File: src/rtl/ple_pkg.sv
// Shared types and codes for the positional list engine.
package ple_pkg;

  typedef enum logic [1:0] {
    CMD_INSERT = 2'd0,
    CMD_DELETE = 2'd1,
    CMD_FIND   = 2'd2,
    CMD_SEARCH = 2'd3
  } cmd_e;

  typedef enum logic [1:0] {
    ST_OK    = 2'd0,
    ST_RANGE = 2'd1,
    ST_FULL  = 2'd2
  } status_e;

  // One request item
  typedef struct packed {
    cmd_e        cmd;
    logic [6:0]  position;
    logic [31:0] value;
  } req_t;

  // One result item
  typedef struct packed {
    status_e     status;
    logic [31:0] data_out;
    logic [6:0]  found_index;
    logic [6:0]  length;
  } rsp_t;

  // Per-cell control decoded from the broadcast request
  typedef struct packed {
    logic ld_value;  // take the inserted word
    logic ld_left;   // shift toward the tail (insert)
    logic ld_right;  // shift toward the head (delete)
    logic sel;       // this cell is the addressed element
    logic live;      // this cell takes part in a search
  } cell_ctl_t;

endpackage

File: src/rtl/ple_cell.sv
// One storage cell of the list chain: holds one element, shifts, matches.
module ple_cell import ple_pkg::*; #(
  parameter int DATA_WIDTH = 32
) (
  input  logic                  clk_i,
  input  cell_ctl_t             ctl_i,
  input  logic [DATA_WIDTH-1:0] value_i,
  input  logic [DATA_WIDTH-1:0] left_i,
  input  logic [DATA_WIDTH-1:0] right_i,
  output logic [DATA_WIDTH-1:0] data_o,
  output logic                  hit_o,
  output logic [DATA_WIDTH-1:0] pick_o
);

  logic [DATA_WIDTH-1:0] data_q, data_d;
  logic                  hit_q, hit_d;
  logic [DATA_WIDTH-1:0] pick_q, pick_d;

  // next element word: insert, shift in from either neighbor, or hold
  always_comb begin
    data_d = data_q;
    if (ctl_i.ld_value) begin
      data_d = value_i;
    end else if (ctl_i.ld_left) begin
      data_d = left_i;
    end else if (ctl_i.ld_right) begin
      data_d = right_i;
    end
    hit_d  = ctl_i.live && (data_q == value_i);
    pick_d = ctl_i.sel ? data_q : '0;
  end

  // element word and the flags that the resolve stage reads
  always_ff @(posedge clk_i) begin
    data_q <= data_d;
    hit_q  <= hit_d;
    pick_q <= pick_d;
  end

  assign data_o = data_q;
  assign hit_o  = hit_q;
  assign pick_o = pick_q;

endmodule

File: config.mk
export PLATFORM = sky130hd
export DESIGN_NAME = ple_cell
export DESIGN_NICKNAME = d
export VERILOG_FILES = /design/src/rtl/ple_pkg.sv /design/src/rtl/ple_cell.sv
export SDC_FILE = /design/constraint.sdc
export NUM_CORES = 1
export LEC_CHECK = 0
export BUFFER_PORTS_ARGS = -buffer_cell sky130_fd_sc_hd__buf_4
export CORE_MARGIN = 4
export CORE_UTILIZATION = 47
export CTS_CLUSTER_DIAMETER = 200
export DETAILED_ROUTE_END_ITERATION = 10
export PLACE_DENSITY = 0.85
export SYNTH_ARGS = -nofsm -noshare
export SYNTH_HDL_FRONTEND = slang
export SYNTH_SLANG_ARGS = --single-unit
export TNS_END_PERCENT = 5
File: constraint.sdc
create_clock -name clk_i -period 2.5 [get_ports clk_i]
set_clock_uncertainty 0.15 [all_clocks]
set_input_delay 0.125 -clock clk_i [delete_from_list [all_inputs] [get_ports clk_i]]
set_output_delay 0.125 -clock clk_i [all_outputs]
set_load 0.02 [all_outputs]
* Word level (Yosys, flattened, before mapping)
Cells that the tools add are included.
Widths: inputs -> output; s select.
** Word-level totals
- Bits in registers :: 65
- Input port bits :: 102
- Word-level logic and storage cells :: 9
- Output and inout port bits :: 65
** Operators by class
- Eq/ne operators :: 1
- Reductions and logical operators :: 2
- Multiplexer cells :: 3
** Operators by type and width (number)
- $mux 32 :: 3
- $eq 32x32->1 :: 1
- $reduce_bool 3->1 :: 1
- $logic_and 1x1->1 :: 1

* Depth between registers and ports, before layout
Gate-level depths: netlist of run 1.
- Word-level depth :: 3
- Gate-level depth with buffers :: 4
- Depth with buffers taken out :: 4

* Least setup slack after synthesis of run 1
OpenSTA, ideal clock, no wires.
- Path kind :: input port to flip-flop
- Start :: input ctl_i[3] (netlist name)
- End :: register data_q[0], in the netlist data_o[0], enable pin
- Setup slack :: 0.903 ns
- Path buffers :: 1
- Required time :: 1.936 ns
- Data arrival time :: 1.033 ns
- Stages :: 2
- Setup time :: 0.414 ns
- Cells stage by stage :: buf_2 > or3_1
** On the way
- Longest elaborated chain between the ends :: 1
** Ends and longest elaborated chain
- from (decl) :: line ple_cell.sv:6 : input cell_ctl_t ctl_i,
- $reduce_bool 3->1 (no source line)
- to (signal assigned) :: line ple_cell.sv:35 : data_q <= data_d;
- to (decl) :: line ple_cell.sv:15 : logic [DATA_WIDTH-1:0] data_q, data_d;
No other way between the ends.
A chain may end at the register's enable or synchronous reset.

* Worst setup path in the final report of run 1
- Start :: input value_i[25]
- End :: register hit_q, in the netlist hit_o
** On the way
- Longest elaborated chain between the ends :: 2
** Ends and longest elaborated chain
- from (decl) :: line ple_cell.sv:7 : input logic [DATA_WIDTH-1:0] value_i,
- $eq 32x32->1 :: line ple_cell.sv:29 : hit_d = ctl_i.live && (data_q == value_i);
- $logic_and 1x1->1 :: line ple_cell.sv:29
- via hit_d :: line ple_cell.sv:16 : logic hit_q, hit_d;
- to (signal assigned) :: line ple_cell.sv:36 : hit_q <= hit_d;
- to (decl) :: line ple_cell.sv:16
The timed path passes the listed nets, and every way through them passes these cells.

==> qor.csv, run 1 <==
metric;value;unit
outcome;complete, no violations;
worstHoldEndpoint;data_o[10]$_DFFE_PP_;
worstHoldPathType;in -> reg;
drt-total-wl;8.94;mm
fin_tns_setup;0;ns
firstDrtPassIters;4;
rsz0062_at_grt;false;
postSynthAreaPerCell;11.3;um^2
final_cells;531;
overflow;0;
critical_path.startpoint_type;primary input;
leakagePower;2.22;nW
ys_warn_count;0;
antenna_found_initial;0;
reg2reg_from;data_o[25]$_DFFE_PP_;
critPathCaptureType;flip-flop;
insertion_delay;0.32;ns
cts.sinks;65;
power.switching;0.000790;W
cts_root_buf;clkbuf_8;
start_util;48.4;%
synth_nets;354;
place_hpwl;6.44;mm
vias;2624;
worstMarginPinSlew;0.527;ns
cp_slowest_cell;dlygate4sd3_1;
yosysSeqAreaShare;56.9;%
ys_ff_latch;65;
drv_slew;0;
p_int;0.00213;W
grt.met1_usage;26.9;%
place.gp.congestion;0.739;
met3_usage;6.44;%
drive_gt1_share;40.4;%
hold_path_depth;3;
syn2layout_area_growth;64.4;%
clk_path_buf_depth;2;
io_buffer_count;166;
rr_worst_depth;4;
detail_route.wl_per_cell;16.8;um
cp_max_fo;2;
slowest_delay;0.53;ns
max-cap-violations;0;
crit_family;simple AND/OR/NAND/NOR gates;
placementRows;28;
fp.dieArea;7370;um^2
first_global_vias;2835;
synth-async-reset-ratio;0;%
ff2ff_setup_slack;0.71;ns
required;2.60;ns
fp.dieH;85.9;um
cts_resized;0;
ys_types;17;
pwr-share-comb;23.8;%
power_frac_seq;44.6;%
synth_top_flop_cell;dfxtp_1;
irDropWorstVdd;0.463;mV
fin_crit;1.84;ns
total_power;0.00292;W
timing.final.crit_share;73.4;%
grt.busiest_layer;met2;
criticalPathCategory;in -> reg;
grt_pass1_wl;13.7;mm
switching_share;27.1;%
setup_violations;0;
drt_iter0_drc;71;
synth_edf_count;32;
grt_use_met2;45.8;%
die_x;85.9;um
arrival;1.93;ns
grt_start_max_net_pins;36;
fmax;545;MHz
drc;0;
worstHoldStart;right_i[10];
path_cells;dlygate4sd3_1, buf_4, xor2_1, nor4_1, nand4_1, nor3_2;
crit_buf_inv;2;
clk_pin_slew;0.06;ns
htreeDepth;3;
ant_nets;0;
cts_tree;yes;
maxSlewHeadroom;64.6;%
reg2reg_to;hit_o$_DFF_P_;
syn_inst;252;
n_antenna_cell;0;
core_area;5890;um^2
numCtsBuffers;9;
power_density;624;nW/um^2
numPlacedInstances;482;
ios;167;
grt_util_all_layers;24.6;%
p_clk_share;31.6;%
post_cts_buffers;0;
final-hold-violation-count;0;
viasPerCell;4.94;
syn_area;2850;um^2
nNetsFinal;553;
==> per-layer routing <==
layer	vias to the layer above	part of all wire [%]
li1	1268	-
met1	1211	36
met2	129	53
met3	16	9.3
met4	0	1.6
met5	-	0
==> Yosys cell counts (2+ instances only) <==
library cell,count,area share (%)
nand3_1,2,0.35
buf_2,2,0.35
xor2_1,31,9.5
nand2_1,32,4.2
dfxtp_1,33,23
o21ai_0,32,5.6
and2_1,32,7.0
clkbuf_1,9,1.2
nor4_1,7,1.5
edfxtp_1,32,34
buf_4,3,0.79
mux2i_1,32,11
==> repair_timing <==
action,CTS,global route
endpoints found under the setup margin,0,0
hold endpoints to repair,33,0
hold buffers,33,0
==> worst reg2reg max path: cells and delay by family (launching register included) <==
kind | cells | cell delay (ns)
XOR/XNOR | 1 | 0.20
flip-flops | 1 | 0.43
AND/OR/NAND/NOR | 3 | 0.94
==> layout make-up <==
type                       count  area (um^2)
multi-input combinational    173         1160
sequential                    65         1620
clock inverter                 2         35.0
timing repair buffer         202         1600
fill                         388         1200
tap                           75         93.8
clock buffer                  14          173
==> sequential cells by signal (all words and copies together) (netlist names) <==
signal  cells
pick_o     32
hit_o       1
data_o     32
==> cell usage in the layout (no fill, tap or decap), drive strengths merged <==
master and instances:
nand4 1, bufinv 1, dlygate4sd3 33, nor4 7, mux2i 32, and2 32, xor2 31, nor3 2
clkinv 1, o21ai 32, edfxtp 32, or3 1, xnor2 1, nand2 32, buf 169, clkbuf 14
nand3 2, dfxtp 33
==> power by group through the flow <==
stage	Combinational, W	Sequential (W)	Clock [W]
global route	0.000743	0.00132	0.000987
CTS	0.000698	0.00130	0.000935
global placement	0.000643	0.00132	0
floorplan	0.000171	0.00145	0
detailed placement	0.000653	0.00133	0
finish	0.000695	0.00130	0.000923
==> logic make-up after synthesis <==
kind of cell / count (synthesis) / share of synthesized area [%]
buffers and inverters: 14 / 2.33
and+or+nand+nor: 77 / 14.1
muxes: 32 / 11.2
xor gates and xnor gates: 32 / 9.83
DFF: 65 / 56.9
AOI/OAI and AO/OA: 32 / 5.62
==> through the flow <==
step / area (um^2) / worst slack (ns) / utilization [%] / hold WS, ns
6_report: 4680 / 0.664 / 79.6 / 0.00887
2_1_floorplan: 2850 / 0.903 / - / 0.102
4_1_cts: 4680 / 0.666 / 79.6 / 0.000917
3_3_place_gp: 4150 / 0.784 / 70.5 / 0.267
5_1_grt: 4680 / 0.568 / 79.6 / 0.0262
3_5_place_dp: 4150 / 0.715 / 70.5 / 0.274
==> worst max path at each step <==
stage	depth (start not counted)	slack [ns]	to	from
5_1_grt	6	0.57	hit_o$_DFF_P_	value_i[25]
2_1_floorplan	2	0.90	data_o[0]$_DFFE_PP_	ctl_i[3]
3_3_place_gp	4	0.78	hit_o$_DFF_P_	data_o[25]$_DFFE_PP_
6_report	6	0.66	hit_o$_DFF_P_	value_i[25]
3_5_place_dp	4	0.72	hit_o$_DFF_P_	data_o[25]$_DFFE_PP_
4_1_cts	6	0.67	hit_o$_DFF_P_	value_i[25]
No activity file was read; power rests on OpenSTA's default activity.
==> run 2: changes to the inputs <==
- CORE_UTILIZATION: 47 -> 44
- PLACE_DENSITY: 0.85 -> 0.81
- clock period: 2.5 -> 1.7 ns (I/O delays scaled with it)
==> qor.csv, run 2 (synthesis results as in run 1) <==
metric;value;unit
power_frac_seq;41.3;%
viasPerCell;4.90;
drt_iter0_drc;74;
final.fill_count;449;
worst_hold_slack;-0.0297;ns
power.switching;0.00122;W
violations;hold timing;
fin_crit;1.56;ns
arrival;1.49;ns
drv_slew;0;
leakagePower;2.36;nW
antenna_found_initial;0;
ios;167;
critical_path.startpoint_type;primary input;
critPathCaptureType;flip-flop;
rsz0062_at_grt;false;
drt-total-wl;9.27;mm
timing.final.crit_share;91.5;%
insertion_delay;0.34;ns
cts.sinks;65;
grt_pass1_wl;13.6;mm
final-hold-violation-count;2;
switching_share;26.3;%
cp_max_fo;2;
core_area;6310;um^2
fp.dieH;88.5;um
power_density;924;nW/um^2
numCtsBuffers;9;
nNetsFinal;580;
pwr-share-comb;24.2;%
die_x;88.5;um
placementRows;29;
required;1.63;ns
irDropWorstVdd;0.673;mV
ant_nets;0;
firstDrtPassIters;4;
final_cell_mix;buf_4, dlygate4sd3_1, dfxtp_1;
place.gp.congestion;0.757;
setup_violations;0;
critical_path.most_common_cell;dlygate4sd3_1;
post_cts_buffers;0;
cts_tree;yes;
crit_family;buffers and inverters;
worstMarginPinSlew;0.436;ns
fin_tns_setup;0;ns
first_global_vias;2878;
fmax;643;MHz
cp_slowest_cell;dlygate4sd3_1;
overflow;0;
criticalPathCategory;in -> reg;
maxSlewHeadroom;70.9;%
fp.dieArea;7830;um^2
n_antenna_cell;0;
drc;0;
htreeDepth;3;
p_int;0.00341;W
clk_path_buf_depth;2;
drive_gt1_share;38.9;%
worstHoldPathType;in -> reg;
p_clk_share;34.5;%
cts_root_buf;clkbuf_8;
fin_util;79.3;%
vias;2746;
detail_route.wl_per_cell;16.6;um
path_cells;dlygate4sd3_1, buf_4, nand2_1, o21ai_0, dlygate4sd3_1;
placed_cell_area;4170;um^2
clk_pin_slew;0.07;ns
syn2layout_area_growth;75.7;%
grt_util_all_layers;23.6;%
postLayoutCellArea;5010;um^2
start_util;45.1;%
outcome;complete, but fails checks;
slowest_delay;0.58;ns
io_buffer_count;166;
max-cap-violations;0;
layout_commonest_cell;buf_4;
grt_start_max_net_pins;65;
crit_buf_inv;3;
place_hpwl;6.47;mm
run 2: metal layers:
layer | track usage [%] | vias to the layer above | part of all wire (%)
li1 | - | 1319 | -
met1 | 24.9 | 1275 | 36
met2 | 42.4 | 131 | 51
met3 | 8.29 | 21 | 10
met4 | 10.3 | 0 | 2.9
met5 | 0 | - | 0
run 2: final timing paths:
check	start	to	slack (ns)	cells past startpoint
max	value_i[15]	data_o[15]$_DFFE_PP_	0.14	5
min	right_i[7]	data_o[7]$_DFFE_PP_	-0.03	3
max reg2reg	data_o[14]$_DFFE_PP_	hit_o$_DFF_P_	0.18	4
min reg2reg	data_o[15]$_DFFE_PP_	pick_o[15]$_SDFF_PN0_	0.37	1
run 2: metrics by stage:
step,total power [W],setup slack [ns],std cells
3_3_place_gp,0.00290,0.104,485
2_1_floorplan,0.00238,0.143,252
5_1_grt,0.00482,0.0395,560
6_report,0.00463,0.145,560
3_5_place_dp,0.00292,0.0664,485
4_1_cts,0.00464,0.0252,560
run 2: layout make-up:
cell class,count,area [um^2],share of cell area [%]
Sequential cell,65,1620,32.4
Tap cell,77,96.3,1.92
Clock inverter,6,105,2.10
Clock buffer,10,138,2.75
Timing Repair Buffer,229,1880,37.5
Multi-Input combinational cell,173,1170,23.3
run 2: repair_timing:
item	CTS	global route
hold endpoints to repair	33	0
setup endpoints to repair	0	1
gates resized for setup	0	1
hold buffers	59	0
run 2: power by group through the flow:
stage	clock network, W	logic [W]	registers (W)
3_5_place_dp	0	0.000974	0.00195
3_3_place_gp	0	0.000965	0.00193
6_report	0.00160	0.00112	0.00191
5_1_grt	0.00169	0.00120	0.00193
2_1_floorplan	0	0.000252	0.00213
4_1_cts	0.00161	0.00111	0.00191
run 2: worst reg2reg max path, delay by kind of cell (launching register included):
family,cells,cell delay [ns]
xor+xnor,1,0.17
flops,1,0.42
simple gates,3,0.71
==> run 3: changes to the inputs <==
- CORE_UTILIZATION: 44 -> 39
- PLACE_DENSITY: 0.81 -> 0.76
- clock period: 1.7 -> 1.3 ns (I/O delays scaled with it)
==> qor.csv, run 3 (synthesis results as in run 1) <==
metric;value;unit
outcome;complete, but fails checks;
violations;setup timing;
worstHoldEndpoint;pick_o[7]$_SDFF_PN0_;
arrival;1.60;ns
grt_start_max_net_pins;35;
critPathCaptureType;flip-flop;
nNetsFinal;649;
cts_root_buf;clkbuf_8;
antenna_found_initial;0;
p_int;0.00423;W
cts_tree;yes;
switching_share;28.3;%
core_area;6940;um^2
setup_ws;-0.191;ns
worstHoldPathType;in -> reg;
vias;3096;
power.switching;0.00167;W
power_density;1030;nW/um^2
overflow;0;
leakagePower;2.67;nW
reg2reg_from;data_o[16]$_DFFE_PP_;
hold_path_depth;2;
n_antenna_cell;0;
p_clk_share;27.4;%
drt_iter0_drc;92;
power_frac_seq;42.3;%
clk_pin_slew;0.07;ns
drt-total-wl;11.4;mm
final_cells;648;
numCtsBuffers;9;
worstMarginPinSlew;0.317;ns
grt_pass1_wl;17.1;mm
layout_commonest_cell;buf_4;
drv_slew;0;
final.fill_count;403;
start_util;41.0;%
reg2reg_to;hit_o$_DFF_P_;
setup_violations;3;
worstHoldStart;ctl_i[1];
max-cap-violations;0;
timing.final.crit_share;115;%
drive_gt1_share;39.9;%
pwr-share-comb;30.3;%
required;1.41;ns
placementRows;30;
place.gp.congestion;0.755;
cp_max_fo;2;
grt_util_all_layers;25.9;%
syn2layout_area_growth;99.9;%
total_power;0.00589;W
ios;167;
place_hpwl;7.03;mm
maxSlewHeadroom;78.9;%
rsz0062_at_grt;true;
clk_path_buf_depth;2;
critical_path.startpoint_type;flip-flop;
detail_route.wl_per_cell;17.6;um
fp.dieH;93.5;um
final-hold-violation-count;0;
viasPerCell;4.78;
cts.sinks;65;
fin_crit;1.49;ns
ant_nets;0;
insertion_delay;0.33;ns
htreeDepth;3;
fmax;671;MHz
fp.dieArea;8740;um^2
io_buffer_count;166;
rr_worst_depth;4;
drc;0;
final_cell_mix;buf_4, dlygate4sd3_1, dfxtp_1;
first_global_vias;3399;
firstDrtPassIters;4;
irDropWorstVdd;0.591;mV
numPlacedInstances;534;
die_x;93.5;um
criticalPathCategory;reg -> reg;
ff2ff_setup_slack;-0.19;ns
[run 3: worst max-delay path: stages (launching register included)]
cell	delay, ns
edfxtp_1	0.41
xor2_1	0.18
nor4_1	0.33
nand3_1	0.16
nor3_2	0.19
[run 3: area by class of cell]
type,count,area [um^2],share of cell area [%]
Clock inverter,2,10.0,0.176
Multi-Input combinational cell,173,1180,20.7
Timing Repair Buffer,298,2590,45.5
Clock buffer,14,174,3.05
Sequential cell,65,1620,28.5
Tap cell,96,120,2.11
[run 3: repair_timing]
action,in CTS,in global routing
hold buffers,95,0
setup endpoints to repair,1,13
endpoints found under the hold margin,33,0
buffers inserted,2,1
pin swaps,5,1
resized for setup,6,14
[run 3: worst max path at each step]
stage                              start       endpoint  slack, ns
floorplan           data_o[26]$_DFFE_PP_  hit_o$_DFF_P_      -0.14
global placement    data_o[23]$_DFFE_PP_  hit_o$_DFF_P_      -0.20
detailed placement  data_o[23]$_DFFE_PP_  hit_o$_DFF_P_      -0.25
CTS                 data_o[27]$_DFFE_PP_  hit_o$_DFF_P_      -0.13
global route         data_o[2]$_DFFE_PP_  hit_o$_DFF_P_      -0.25
finish              data_o[16]$_DFFE_PP_  hit_o$_DFF_P_      -0.19
[run 3: through the flow]
stage	setup TNS (ns)	util (%)	worst slack, ns	cell area (um^2)	hold slack, ns
detailed placement	-0.248	64.2	-0.248	4460	0.216
floorplan	-0.143	-	-0.143	2860	0.0423
finish	-0.293	82.1	-0.191	5700	0.0263
global placement	-0.198	64.2	-0.198	4460	0.210
global route	-0.424	82.1	-0.248	5700	0.0384
CTS	-0.226	81.2	-0.126	5640	0.00501
[run 3: power by group through the flow]
stage	Combinational, W	Clock [W]	Sequential, W
final	0.00179	0.00161	0.00249
after global routing	0.00189	0.00173	0.00251
after CTS	0.00172	0.00164	0.00248
after detailed placement	0.00145	0	0.00252
after global placement	0.00144	0	0.00251
after floorplan	0.000331	0	0.00278
[run 3: metal layers]
metal  wire (um)  GRT usage (%)  share of wire [%]  vias up
met4         351           9.89                3.1        0
li1            -              -                  -     1460
met2        6300           49.9                 55      148
met3         787           6.28                6.9       29
met5           0              0                  0        -
met1        3990           26.4                 35     1459
